--- config.mk ---
export PLATFORM = sky130hd
export DESIGN_NAME = sha1_message_digest_flat
export DESIGN_NICKNAME = d
export VERILOG_FILES = /design/src/sv/sha1md_pkg.sv /design/src/sv/sha1md_if.sv /design/src/sv/sha1_message_digest.sv /design/src/flat_wrapper.sv
export SDC_FILE = /design/constraint.sdc
export NUM_CORES = 2
export LEC_CHECK = 0
export ABC_CLOCK_PERIOD_IN_PS = 6800
export BUFFER_PORTS_ARGS = -buffer_cell sky130_fd_sc_hd__buf_2
export CORE_MARGIN = 2
export CORE_UTILIZATION = 60
export CTS_CLUSTER_DIAMETER = 150
export DETAILED_ROUTE_END_ITERATION = 8
export GPL_TIMING_DRIVEN = 0
export PLACE_DENSITY = 0.77
export SLEW_MARGIN = 0
export SYNTH_ARGS = -nofsm -noshare
export SYNTH_HDL_FRONTEND = slang
export SYNTH_SLANG_ARGS = --single-unit
export TNS_END_PERCENT = 1
--- constraint.sdc ---
create_clock -name clk -period 6.8 [get_ports clk]
set_input_delay 1.02 -clock clk [delete_from_list [all_inputs] [get_ports clk]]
set_output_delay 1.02 -clock clk [all_outputs]
set_load 0.005 [all_outputs]
--- src/sv/sha1md_pkg.sv ---
// package: types, constants and round helpers for the sha-1 digest block
`timescale 1ns / 1ps
`default_nettype none
package sha1md_pkg;
  localparam logic [31:0] IV0 = 32'h67452301;
  localparam logic [31:0] IV1 = 32'hEFCDAB89;
  localparam logic [31:0] IV2 = 32'h98BADCFE;
  localparam logic [31:0] IV3 = 32'h10325476;
  localparam logic [31:0] IV4 = 32'hC3D2E1F0;
  localparam logic [31:0] K0 = 32'h5A827999;
  localparam logic [31:0] K1 = 32'h6ED9EBA1;
  localparam logic [31:0] K2 = 32'h8F1BBCDC;
  localparam logic [31:0] K3 = 32'hCA62C1D6;
  localparam logic [7:0] PAD_BYTE = 8'h80;
  localparam int ROUNDS = 80;

  typedef enum logic [3:0] {
    ST_IDLE,    // take a byte
    ST_PAD,     // write pad byte
    ST_ZERO,    // zero remaining words
    ST_LEN_HI,  // write length high word
    ST_LEN_LO,  // write length low word
    ST_INIT,    // load working variables from the chain
    ST_RD,      // first schedule read
    ST_RD2,     // second read
    ST_RD3,     // third read
    ST_RD4,     // fourth read
    ST_RND,     // one round
    ST_ADD,     // add into chain
    ST_OUT      // digest waiting
  } state_t;

  function automatic logic [31:0] rotl(input logic [31:0] x, input logic [4:0] n);
    rotl = (x << n) | (x >> (6'd32 - {1'b0, n}));
  endfunction

  function automatic logic [31:0] round_f(input logic [6:0] r, input logic [31:0] b,
                                          input logic [31:0] c, input logic [31:0] d);
    if (r < 7'd20) round_f = (b & c) | (~b & d);
    else if (r < 7'd40) round_f = b ^ c ^ d;
    else if (r < 7'd60) round_f = (b & c) | (b & d) | (c & d);
    else round_f = b ^ c ^ d;
  endfunction

  function automatic logic [31:0] round_k(input logic [6:0] r);
    if (r < 7'd20) round_k = K0;
    else if (r < 7'd40) round_k = K1;
    else if (r < 7'd60) round_k = K2;
    else round_k = K3;
  endfunction
endpackage
`default_nettype wire

--- src/sv/sha1md_if.sv ---
// interfaces: byte request channel and digest channel
`timescale 1ns / 1ps
`default_nettype none
interface sha1md_in_if;
  logic       valid;
  logic       ready;
  logic [7:0] data_byte;
  logic       byte_present;
  logic       last_item;
  modport source (output valid, data_byte, byte_present, last_item, input ready);
  modport sink (input valid, data_byte, byte_present, last_item, output ready);
endinterface

interface sha1md_out_if;
  logic        valid;
  logic        ready;
  logic [31:0] digest_word0;
  logic [31:0] digest_word1;
  logic [31:0] digest_word2;
  logic [31:0] digest_word3;
  logic [31:0] digest_word4;
  modport source (output valid, digest_word0, digest_word1, digest_word2, digest_word3,
                  digest_word4, input ready);
  modport sink (input valid, digest_word0, digest_word1, digest_word2, digest_word3,
                digest_word4, output ready);
endinterface
`default_nettype wire

--- src/sv/sha1_message_digest.sv ---
// top level: byte-serial sha-1 engine around a 16-word block memory
// Bytes are packed big-endian into a 16x32 block memory (one write port,
// registered read) and each full block is compressed in 80 rounds. A byte that
// does not complete a block is written into the memory and the block stays
// ready. A byte that completes a block starts a compression: the working
// variables are loaded, each of 16 early rounds issues a read and then runs
// the round, each of 64 later rounds first issues four reads (w[t-3], w[t-8],
// w[t-14], w[t]) through the single read port for the schedule word, and the
// chain is updated. A last request then writes the pad byte, clears the
// remaining words (up to 13), writes the two length words and compresses the
// block; when the length no longer fits, a second compression and the clearing
// of 14 words come on top. The digest is then held until taken. No new request
// is accepted while a block compresses or a digest waits.
`timescale 1ns / 1ps
`default_nettype none
module sha1_message_digest
  import sha1md_pkg::*;
(
  input  wire logic    clk,
  input  wire logic    rst,
  sha1md_in_if.sink    in_ch,
  sha1md_out_if.source out_ch
);
  state_t state, state_next;

  logic [31:0] mem [16];
  logic        we;
  logic [3:0]  waddr, raddr;
  logic [31:0] wdata, rdata;

  logic [31:0] h [5];
  logic [31:0] a, b, c, d, e;
  logic [31:0] wacc, cur_word;
  logic [63:0] bit_count;
  logic [5:0]  byte_position;
  logic [6:0]  round_counter;
  logic        last_pend;  // padding still due after this compression
  logic        second;     // this compression is the first of two final blocks
  logic        final_blk;  // this compression is the final block
  logic [3:0]  zidx;
  logic [3:0]  zend;

  logic        in_fire;
  logic        out_fire;
  logic [3:0]  r4;
  logic        early;
  logic [5:0]  pad_next;
  logic [4:0]  zstart;
  logic        two_blk;
  logic [7:0]  put_v;
  logic [31:0] merged;
  logic [31:0] w_round;
  logic [31:0] a_next;

  assign in_fire  = in_ch.valid && in_ch.ready;
  assign out_fire = out_ch.valid && out_ch.ready;
  assign r4       = round_counter[3:0];
  assign early    = (round_counter < 7'd16);

  // padding geometry: slot after the pad byte and first whole word to clear
  assign pad_next = byte_position + 6'd1;
  assign zstart   = {1'b0, pad_next[5:2]} + {4'd0, (pad_next[1:0] != 2'd0)};
  assign two_blk  = (pad_next == 6'd0) || (pad_next > 6'd56);

  // schedule word and round sum
  assign w_round = early ? rdata : rotl(wacc ^ rdata, 5'd1);
  assign a_next  = rotl(a, 5'd5) + round_f(round_counter, b, c, d) + e
                   + round_k(round_counter) + w_round;

  // block memory
  always_ff @(posedge clk) begin
    if (we) mem[waddr] <= wdata;
    rdata <= mem[raddr];
  end

  // byte merge into the current word
  always_comb begin
    put_v = (state == ST_PAD) ? PAD_BYTE : in_ch.data_byte;
    case (byte_position[1:0])
      2'd0: merged = {put_v, 24'd0};
      2'd1: merged = {cur_word[31:24], put_v, 16'd0};
      2'd2: merged = {cur_word[31:16], put_v, 8'd0};
      default: merged = {cur_word[31:8], put_v};
    endcase
  end

  // state register
  always_ff @(posedge clk) begin
    if (rst) state <= ST_IDLE;
    else state <= state_next;
  end

  // next state and memory control
  always_comb begin
    state_next = state;
    we = 1'b0;
    waddr = byte_position[5:2];
    wdata = merged;
    raddr = r4;
    unique case (state)
      ST_IDLE: begin
        if (in_fire) begin
          if (in_ch.byte_present) begin
            we = 1'b1;
            if (byte_position == 6'd63) state_next = ST_INIT;
            else if (in_ch.last_item) state_next = ST_PAD;
          end else if (in_ch.last_item) begin
            state_next = ST_PAD;
          end
        end
      end
      ST_PAD: begin
        we = 1'b1;
        if (two_blk) state_next = (zstart[4] || pad_next == 6'd0) ? ST_INIT : ST_ZERO;
        else state_next = (zstart > 5'd13) ? ST_LEN_HI : ST_ZERO;
      end
      ST_ZERO: begin
        we = 1'b1;
        waddr = zidx;
        wdata = '0;
        if (zidx == zend) state_next = (zend == 4'd15) ? ST_INIT : ST_LEN_HI;
      end
      ST_LEN_HI: begin
        we = 1'b1; waddr = 4'd14; wdata = bit_count[63:32];
        state_next = ST_LEN_LO;
      end
      ST_LEN_LO: begin
        we = 1'b1; waddr = 4'd15; wdata = bit_count[31:0];
        state_next = ST_INIT;
      end
      ST_INIT: state_next = ST_RD;
      ST_RD: begin
        raddr = early ? r4 : r4 - 4'd3;
        state_next = early ? ST_RND : ST_RD2;
      end
      ST_RD2: begin raddr = r4 - 4'd8; state_next = ST_RD3; end
      ST_RD3: begin raddr = r4 - 4'd14; state_next = ST_RD4; end
      ST_RD4: begin raddr = r4; state_next = ST_RND; end
      ST_RND: begin
        // later rounds write the schedule word back in place
        we = !early;
        waddr = r4;
        wdata = w_round;
        state_next = (round_counter == 7'(ROUNDS - 1)) ? ST_ADD : ST_RD;
      end
      ST_ADD: begin
        if (final_blk) state_next = ST_OUT;
        else if (second) state_next = ST_ZERO;
        else if (last_pend) state_next = ST_PAD;
        else state_next = ST_IDLE;
      end
      ST_OUT: if (out_fire) state_next = ST_IDLE;
      default: state_next = ST_IDLE;
    endcase
  end

  // datapath registers
  always_ff @(posedge clk) begin
    if (rst) begin
      h[0] <= IV0; h[1] <= IV1; h[2] <= IV2; h[3] <= IV3; h[4] <= IV4;
      a <= '0; b <= '0; c <= '0; d <= '0; e <= '0;
      wacc <= '0; cur_word <= '0;
      bit_count <= '0; byte_position <= '0; round_counter <= '0;
      last_pend <= 1'b0; second <= 1'b0; final_blk <= 1'b0;
      zidx <= '0; zend <= '0;
    end else begin
      unique case (state)
        ST_IDLE: if (in_fire && in_ch.byte_present) begin
          cur_word <= merged;
          byte_position <= byte_position + 6'd1;
          bit_count <= bit_count + 64'd8;
          last_pend <= in_ch.last_item;
        end
        ST_PAD: begin
          byte_position <= pad_next;
          last_pend <= 1'b0;
          second <= two_blk;
          zidx <= zstart[3:0];
          zend <= two_blk ? 4'd15 : 4'd13;
        end
        ST_ZERO: if (zidx != zend) zidx <= zidx + 4'd1;
        ST_LEN_HI: ;
        ST_LEN_LO: final_blk <= 1'b1;
        ST_INIT: begin
          a <= h[0]; b <= h[1]; c <= h[2]; d <= h[3]; e <= h[4];
          round_counter <= '0;
        end
        ST_RD: ;
        ST_RD2: wacc <= rdata;
        ST_RD3: wacc <= wacc ^ rdata;
        ST_RD4: wacc <= wacc ^ rdata;
        ST_RND: begin
          a <= a_next;
          b <= a; c <= rotl(b, 5'd30); d <= c; e <= d;
          if (round_counter == 7'(ROUNDS - 1)) round_counter <= '0;
          else round_counter <= round_counter + 7'd1;
        end
        ST_ADD: begin
          h[0] <= h[0] + a; h[1] <= h[1] + b; h[2] <= h[2] + c;
          h[3] <= h[3] + d; h[4] <= h[4] + e;
          // second final block: clear everything below the length
          if (!final_blk && second) begin
            second <= 1'b0; zidx <= '0; zend <= 4'd13;
          end
        end
        ST_OUT: if (out_fire) begin
          h[0] <= IV0; h[1] <= IV1; h[2] <= IV2; h[3] <= IV3; h[4] <= IV4;
          bit_count <= '0; byte_position <= '0; final_blk <= 1'b0;
        end
        default: ;
      endcase
    end
  end

  assign in_ch.ready  = (state == ST_IDLE);
  assign out_ch.valid = (state == ST_OUT);
  assign out_ch.digest_word0 = h[0];
  assign out_ch.digest_word1 = h[1];
  assign out_ch.digest_word2 = h[2];
  assign out_ch.digest_word3 = h[3];
  assign out_ch.digest_word4 = h[4];

  // no request taken while a digest waits
  a_no_in_when_out: assert property (@(posedge clk) disable iff (rst)
    out_ch.valid |-> !in_ch.ready) else $error("request taken with digest pending");
  // round counter stays in range
  a_round_range: assert property (@(posedge clk) disable iff (rst)
    round_counter < 7'(ROUNDS)) else $error("round counter out of range");
  // digest holds until taken
  a_digest_hold: assert property (@(posedge clk) disable iff (rst)
    out_ch.valid && !out_ch.ready |=> out_ch.valid &&
      $stable({out_ch.digest_word0, out_ch.digest_word1, out_ch.digest_word2,
               out_ch.digest_word3, out_ch.digest_word4}))
    else $error("digest changed while waiting");
  // clearing pointer never passes its end
  a_zero_range: assert property (@(posedge clk) disable iff (rst)
    state == ST_ZERO |-> zidx <= zend) else $error("clear pointer past end");
endmodule
`default_nettype wire

--- src/flat_wrapper.sv ---
// flat-port wrapper written by rule: the top's interface ports become plain ports
module sha1_message_digest_flat import sha1md_pkg::*;
  (clk, rst, in_ch_valid, in_ch_data_byte, in_ch_byte_present, in_ch_last_item, in_ch_ready, out_ch_valid, out_ch_digest_word0, out_ch_digest_word1, out_ch_digest_word2, out_ch_digest_word3, out_ch_digest_word4, out_ch_ready);
  sha1md_in_if in_ch_i ();
  sha1md_out_if out_ch_i ();
  input  wire logic clk;
  input  wire logic rst;
  input wire logic [$bits(in_ch_i.valid)-1:0] in_ch_valid;
  input wire logic [$bits(in_ch_i.data_byte)-1:0] in_ch_data_byte;
  input wire logic [$bits(in_ch_i.byte_present)-1:0] in_ch_byte_present;
  input wire logic [$bits(in_ch_i.last_item)-1:0] in_ch_last_item;
  output wire logic [$bits(in_ch_i.ready)-1:0] in_ch_ready;
  output wire logic [$bits(out_ch_i.valid)-1:0] out_ch_valid;
  output wire logic [$bits(out_ch_i.digest_word0)-1:0] out_ch_digest_word0;
  output wire logic [$bits(out_ch_i.digest_word1)-1:0] out_ch_digest_word1;
  output wire logic [$bits(out_ch_i.digest_word2)-1:0] out_ch_digest_word2;
  output wire logic [$bits(out_ch_i.digest_word3)-1:0] out_ch_digest_word3;
  output wire logic [$bits(out_ch_i.digest_word4)-1:0] out_ch_digest_word4;
  input wire logic [$bits(out_ch_i.ready)-1:0] out_ch_ready;
  assign in_ch_i.valid = in_ch_valid;
  assign in_ch_i.data_byte = in_ch_data_byte;
  assign in_ch_i.byte_present = in_ch_byte_present;
  assign in_ch_i.last_item = in_ch_last_item;
  assign in_ch_ready = in_ch_i.ready;
  assign out_ch_valid = out_ch_i.valid;
  assign out_ch_digest_word0 = out_ch_i.digest_word0;
  assign out_ch_digest_word1 = out_ch_i.digest_word1;
  assign out_ch_digest_word2 = out_ch_i.digest_word2;
  assign out_ch_digest_word3 = out_ch_i.digest_word3;
  assign out_ch_digest_word4 = out_ch_i.digest_word4;
  assign out_ch_i.ready = out_ch_ready;
  sha1_message_digest u_core (.clk(clk), .rst(rst), .in_ch(in_ch_i), .out_ch(out_ch_i));
endmodule
== After elaboration in Yosys (flattened, before gate mapping) ==
Memory sizes are Yosys's and may differ from the RTL's. A register that Yosys moved wholly into a read port is not among the register bits.
Index checks and enable logic that the tools add are counted.

* Add/subtract/negate cells: 17
* $lt $le $gt $ge: 6
* Equality and inequality tests: 25
* Muxes and demuxes: 79
* Bitwise operators: 24
* Reduce and logical (&&, ||, !) cells: 30

{| class="wikitable"
|+ Operators by type and width
! cell !! number
|-
| $mux 32 || 16
|-
| $pmux 32 s2 || 6
|-
| $add 32x32->32 || 9
|-
| $and 32x32->32 || 4
|-
| $mux 64 || 2
|-
| $pmux 32 s4 || 1
|-
| $pmux 64 s2 || 1
|-
| $or 32x32->32 || 3
|-
| $pmux 32 s3 || 1
|-
| $xor 32x32->32 || 3
|-
| $add 64x4->64 const B || 1
|-
| $mux 4 || 15
|-
| $pmux 4 s13 || 1
|-
| $not 32->32 || 1
|-
| $or 32x1->32 || 1
|-
| $or 32x30->32 || 1
|-
| $or 32x5->32 || 1
|-
| $mux 31 || 1
|-
| $eq 4x4->1 const B || 6
|-
| $pmux 4 s3 || 2
|-
| $mux 1 || 18
|-
| $pmux 6 s3 || 1
|-
| $eq 4x3->1 const B || 4
|-
| $pmux 4 s4 || 1
|-
| other kinds (42) || 81
|}

* Register bits after elaboration: 316
* Bits in writable memories: 672
* Memories: 2

{| class="wikitable"
|+ Memory list
! name !! words !! width !! rd ports !! clocked after Yosys merged registers in !! write ports !! RTL line !! RTL
|-
| u_core.mem || 16 || 32 || 1 || 1 || 1 || sha1_message_digest.sv:26 || <nowiki>logic [31:0] mem [16];</nowiki>
|-
| u_core.h || 5 || 32 || 5 || 0 || 5 || sha1_message_digest.sv:31 || <nowiki>logic [31:0] h [5];</nowiki>
|}

== Depth between registers and ports, before layout ==
* Depth after elaboration: 11
* Gate-level depth with buffers: 26
* Gate-level depth less buffers: 24

== Worst setup path after synthesis ==
No wires, ideal clock.

* Kind: register to register
* Start point: register u_core.round_counter[5]
* End point: register u_core.a[30]
* Arrival time: 5.665 ns
* Slack: 1.021 ns
* Cell stages (with the launch flop): 25
* Clock period less this slack: 5.779 ns
* Cells stage by stage: dfxtp_1 clkbuf_1 a41oi_1 inv_1 nor2_1 clkinv_1 nand2_1 buf_1 nor2_1 nor2_1 fa_1 fa_1 inv_1 fa_1 inv_1 ha_1 o21a_1 o21ai_0 a21oi_1 a211o_1 nand2_1 o21ai_1 a31oi_1 o31ai_1 a2111oi_0

* Cells in the longest elaborated chain, start to end: 9
* Elaborated cells between the ends (all ways): 16

{| class="wikitable"
|+ Ends and longest elaborated chain
! element !! RTL line !! RTL
|-
| start: declaration || sha1_message_digest.sv:36 || <nowiki>logic [6:0] round_counter;</nowiki>
|-
| start signal: assignment || sha1_message_digest.sv:196 || <nowiki>else round_counter <= round_counter + 7'd1;</nowiki>
|-
| $lt 7x6->1 || sha1md_pkg.sv:41, sha1md_pkg.sv:48 ||
|-
| $mux 32 || sha1md_pkg.sv:41 || <nowiki>else if (r < 7'd60) round_f = (b & c) | (b & d) | (c & d);</nowiki>
|-
| $mux 32 || sha1md_pkg.sv:40 || <nowiki>else if (r < 7'd40) round_f = b ^ c ^ d;</nowiki>
|-
| $mux 32 || sha1md_pkg.sv:39 || <nowiki>if (r < 7'd20) round_f = (b & c) | (~b & d);</nowiki>
|-
| $add 32x32->32 (2 in series) || sha1_message_digest.sv:67 || <nowiki>assign a_next = rotl(a, 5'd5) + round_f(round_counter, b, c, d) + e</nowiki>
|-
| $add 32x32->32 || sha1_message_digest.sv:68 || <nowiki>+ round_k(round_counter) + w_round;</nowiki>
|-
| $add 32x32->32 (*) || sha1_message_digest.sv:68 ||
|-
| $pmux 32 s2 (*) || sha1_message_digest.sv:167 || <nowiki>unique case (state)</nowiki>
|-
| end signal: assignment || sha1_message_digest.sv:185 || <nowiki>a <= h[0]; b <= h[1]; c <= h[2]; d <= h[3]; e <= h[4];</nowiki>
|-
| end signal: assignment || sha1_message_digest.sv:193 || <nowiki>a <= a_next;</nowiki>
|-
| end: declaration || sha1_message_digest.sv:32 || <nowiki>logic [31:0] a, b, c, d, e;</nowiki>
|}

Every way passes the cells marked *; elsewhere a longest branch is shown, timed or not.
A chain may end at the register's enable or synchronous reset.

== Worst setup path in the final report ==
* Start point: register u_core.round_counter[4]
* End point: register u_core.a[30]

Same word-level chain as after synthesis.

==> results list <==
* Run status: finished, final reports clean
- In the global route stage, overall resource usage came out at 37.5%.
- Sinks on Clock Net: 1006
- The count of nets left with antenna violations once routing finished came out at 0.
* Total of flip-flops plus latches after synthesis: 1006
- Number of buffers inserted during clock tree synthesis: 101
- TritonCTS built the clock tree.
- Number of hold-slack violations in the final timing report: 0
- Buffers placed on the I/O ports in this run total 175.
* Gate Count Post-Synth: 4765
* Internal Power: 11.0 mW
- Critical path launch point type: flop
- Switching power summed over all nets: between 4 and 5 mW
* DRC violation total after the first TritonRoute iteration: 4852
* Detailed-placement wirelength estimate: 129000 um
* Total Power: 15.6 mW
- The portion of synthesized area spent on multiplexers is 7.77%.
- Compared with the post-synthesis result, the final layout area differs by 11.9%.
- Wire length of the first global-routing pass: 257000 um
* Chip height: 304 um
- Type of element capturing the critical path: flop
- Compound-gate portion of the synthesized area: 13.8%
* Critical Path RT: between 7000 and 8000 ps
- The synthesized netlist devotes 11.4% of its cell area to simple gates.
* Number of pins exceeding their max-slew limit in the final report: 0
- The clock reaches the later pin of the worst-skew pair after slightly above 700 ps.
- Clock tree root buffer cell: sky130_fd_sc_hd__clkbuf_16
- The largest individual stage delay along the critical path comes from the cell sky130_fd_sc_hd__fa_1.
* Final nets: 5451
* PwrDens: about 260 mW/mm2
- Static timing analysis puts the maximum clock frequency at between 150 and 200 MHz.
- Dominant combinational cell family by area after synthesis: compound AO/OA/AOI/OAI gates
- Of all nets on the critical path, the largest fanout is 10.
- Total Die Area: 0.0922 mm2
* Sw frac: around 29%
* Adder-cell share of the synthesized area: between 10% and 20%
- Final critical delay including setup and external delays: about 6500 ps
* Number of vias per cell: 6.56
* Fraction of the yosys area taken by sequential cells: 49.9%
- For the final database, setup skew stands at 49.6 ps.
- Unrepaired setup endpoints after global routing: no
* Vias in the first global route: 40100
- Clock input transition at the sequential cells of the worst setup and hold paths: 60 ps
- Fraction of synthesis flops using an asynchronous set or reset pin: 0%
- CTS built an H-tree with a depth of 3.
* Share of total power in combinational logic: 17.4%
* Worst path max stage delay: 570 ps
- Category of the critical setup timing path: flop to flop
- Post-CTS Hold Fix Bufs: 0
- The clock passes through at most 3 buffers.
* Number of top-level pins: 176
- The number of different library cells used by synthesis comes to 90.
- The synthesized netlist devotes ~3.7% of its cell area to XOR and XNOR gates.
- Entering global routing, the biggest net connects 48 pins.
* Synthesized area per cell: 11.3 um2
- In the final routed layout, each cell accounts on average for around 28 um.
- For the pin with the worst max-slew slack, the measured transition is 1450 ps.
- Global routing finished with a remaining overflow of 0.
* Placer congestion estimate: 1.04
* Number of enable flip-flop cells after synthesis: 672
- Final hold analysis gives a worst-case slack of 488 ps.
- The min-delay analysis places its worst path in the category flop to flop.
- For this run, design rule violations remaining after detail routing come to 0.
- Yosys warning total: 0
- Of the cells placed in the final design, the portion with a size suffix greater than 1 is 11.6%.
- Post-synth net total: 5136
- After floorplanning, the core was divided into ~110 placement rows.
- Total of max-cap violations: 0
* Pleak: about 23 nW
* Cells traversed along the worst timing path: clkbuf_2 -> o21ai_0 -> nor2_1 -> clkinv_2 -> nand2_2 -> clkbuf_2 -> nor2_1 -> nor2_1 -> fa_1 -> fa_1 -> inv_1 -> fa_1 -> inv_1 -> ha_1 -> a21o_1 -> a21oi_1 -> o21ai_1 -> a211o_1 -> nand2_1 -> o21ai_1 -> a31oi_1 -> o31ai_1 -> a2111oi_0
- Fin crit share: a little over nine tenths
* Initial Util: 60.8%
* Synth Flop Type: sky130_fd_sc_hd__edfxtp_1
- Clock share of power: 35.8%
- The worst-case IR drop observed on VDD is 0.318 mV.
- Detailed Routing Iterations Pass 1: 8
* Core region area: about 0.089 mm2
- Mapped Area: 0.0539 mm2
* Slew HR: under 10%
- Initial antenna violation count: 1
- Power share of the sequential group: 46.8%
* Final setup violation count: 0
* DIE WIDTH: 304 um
- The routed design has 176000 um of wire.
* Total via count after detailed routing: 41500
- Arrival time worst endpoint: 7070 ps
==> cell type report <==
type	count	area [um2]
buffer	226	1010
clock buffer	132	2740
antenna	1	2.50
multi-input combinational	3303	25300
timing repair buffer	213	1460
sequential	1006	26900
tap	1165	1460
clock inverter	59	549
fill	6641	28400
inverter	229	861
==> cells in the final DEF, fill, tap and decap left out, types with 24 or more instances in the layout <==
cell type	count
sky130_fd_sc_hd__a211oi_1	220
sky130_fd_sc_hd__a21o_1	91
sky130_fd_sc_hd__a21oi_1	209
sky130_fd_sc_hd__a222oi_1	28
sky130_fd_sc_hd__a22oi_1	37
sky130_fd_sc_hd__a31oi_1	53
sky130_fd_sc_hd__and2_1	54
sky130_fd_sc_hd__and3_1	35
sky130_fd_sc_hd__buf_2	200
sky130_fd_sc_hd__clkbuf_1	181
sky130_fd_sc_hd__clkbuf_16	103
sky130_fd_sc_hd__dfxtp_1	334
sky130_fd_sc_hd__edfxtp_1	672
sky130_fd_sc_hd__fa_1	124
sky130_fd_sc_hd__ha_1	233
sky130_fd_sc_hd__inv_1	227
sky130_fd_sc_hd__mux2i_1	130
sky130_fd_sc_hd__mux4_2	128
sky130_fd_sc_hd__nand2_1	305
sky130_fd_sc_hd__nand2b_1	30
sky130_fd_sc_hd__nand3_1	93
sky130_fd_sc_hd__nand4_1	24
sky130_fd_sc_hd__nor2_1	530
sky130_fd_sc_hd__nor2b_1	57
sky130_fd_sc_hd__nor3_1	111
sky130_fd_sc_hd__o21a_1	43
sky130_fd_sc_hd__o21ai_0	207
sky130_fd_sc_hd__o21ai_1	25
sky130_fd_sc_hd__or3_1	28
sky130_fd_sc_hd__xnor2_1	112
sky130_fd_sc_hd__xor2_1	116
==> cell families (layout without fill, tap and decap cells) <==
| family | Yosys count | count (layout) |
|---|---|---|
| simple gates | 1350 | 1350 |
| compound gates | 1110 | 1110 |
| flops | 1006 | 1006 |
| buf+inv | 456 | 859 |
| fa+ha+maj | 357 | 357 |
| mux | 258 | 258 |
| xor+xnor | 228 | 228 |
| other cells | 0 | 1 |
==> flip-flops by register name (all words and copies together) (netlist names), 32 cells and up <==
| register | count |
|---|---|
| u_core.wacc | 32 |
| u_core.mem | 512 |
| u_core.e | 32 |
| u_core.d | 32 |
| u_core.c | 32 |
| u_core.b | 32 |
| u_core.a | 32 |
| u_core.rdata | 32 |
| u_core.bit_count | 61 |
| u_core.h | 160 |
==> worst max-delay path: cells and delay by family, from the launching register on <==
family / cells / cell delay (ps)
AOI/OAI and AO/OA: 9 / 2250
adders and majority gates: 4 / 1850
buffers and inverters: 5 / 910
and+or+nand+nor: 5 / 880
DFF: 1 / 440
==> cell usage after synthesis (all sizes together), types with 11 or more instances <==
cell type,n,area [um2]
o21a,43,323
nand4,24,150
or2,12,75.1
nor2,549,2070
nand3,93,465
xnor2,112,981
nor4,11,75.1
a31oi,54,338
a221oi,14,129
a211oi,220,1650
and2,56,350
o22ai,12,75.1
edfxtp,672,20200
a21o,91,683
inv,227,852
or3,29,186
and4,11,96.3
a21oi,216,1080
nor3,113,571
ha,233,2920
nand2,309,1160
fa,124,2480
o21ai,232,1160
a22oi,37,278
and3,35,219
xor2,116,1020
mux2i,130,1300
a222oi,28,280
buf,61,370
nor2b,57,357
clkbuf,166,627
o211ai,17,128
mux4,128,2880
dfxtp,334,6690
nand2b,30,188
o21bai,18,135
o31ai,11,82.6
o32ai,24,229
==> routing by layer <==
layer | part of all wire (%) | GRT usage [%]
met5 | 0.0091 | 0
met1 | 36 | 44.8
met3 | 7.9 | 5.53
met2 | 48 | 63.1
met4 | 8.1 | 26.0
==> metrics by stage <==
step	util [%]	cells	cell area, um2	setup TNS [ps]	setup WS (ps)
4_1_cts	67.9	6331	60200	0	3.13
6_report	68.0	6334	60300	0	305
3_3_place_gp	63.4	6105	56200	-177290	-1100
5_1_grt	68.0	6333	60300	0	49.8
3_5_place_dp	64.2	6140	56900	-7320	-918
2_1_floorplan	-	4765	53900	0	1020
==> repair_timing <==
| action | in CTS | in global routing |
|---|---|---|
| pin swaps | 0 | 2 |
| setup buffers | 0 | 2 |
| hold endpoints to repair | 0 | 0 |
| resized for setup | 10 | 14 |
| endpoints found under the setup margin | 21 | 9 |
==> power groups by stage <==
stage | Sequential, mW | Clock [mW] | Combinational (mW)
5_1_grt | 7.31 | 5.83 | 2.89
3_3_place_gp | 7.42 | 0 | 2.43
4_1_cts | 7.28 | 5.60 | 2.62
2_1_floorplan | 7.32 | 0 | 1.66
3_5_place_dp | 7.40 | 0 | 2.59
6_report | 7.29 | 5.57 | 2.70
==> path summary, 6_finish.rpt <==
check	to	cells past startpoint	slack, ps	startpoint
worst min register to register	u_core.cur_word[12]$_SDFFE_PP0P_	2	490	u_core.cur_word[12]$_SDFFE_PP0P_
worst max-delay path	u_core.a[30]$_SDFFE_PP0P_	23	300	u_core.round_counter[4]$_SDFFE_PP0P_
worst max register to register	u_core.a[30]$_SDFFE_PP0P_	23	300	u_core.round_counter[4]$_SDFFE_PP0P_
worst min-delay path	u_core.cur_word[12]$_SDFFE_PP0P_	2	490	u_core.cur_word[12]$_SDFFE_PP0P_
No activity file was read; power rests on OpenSTA's default activity.
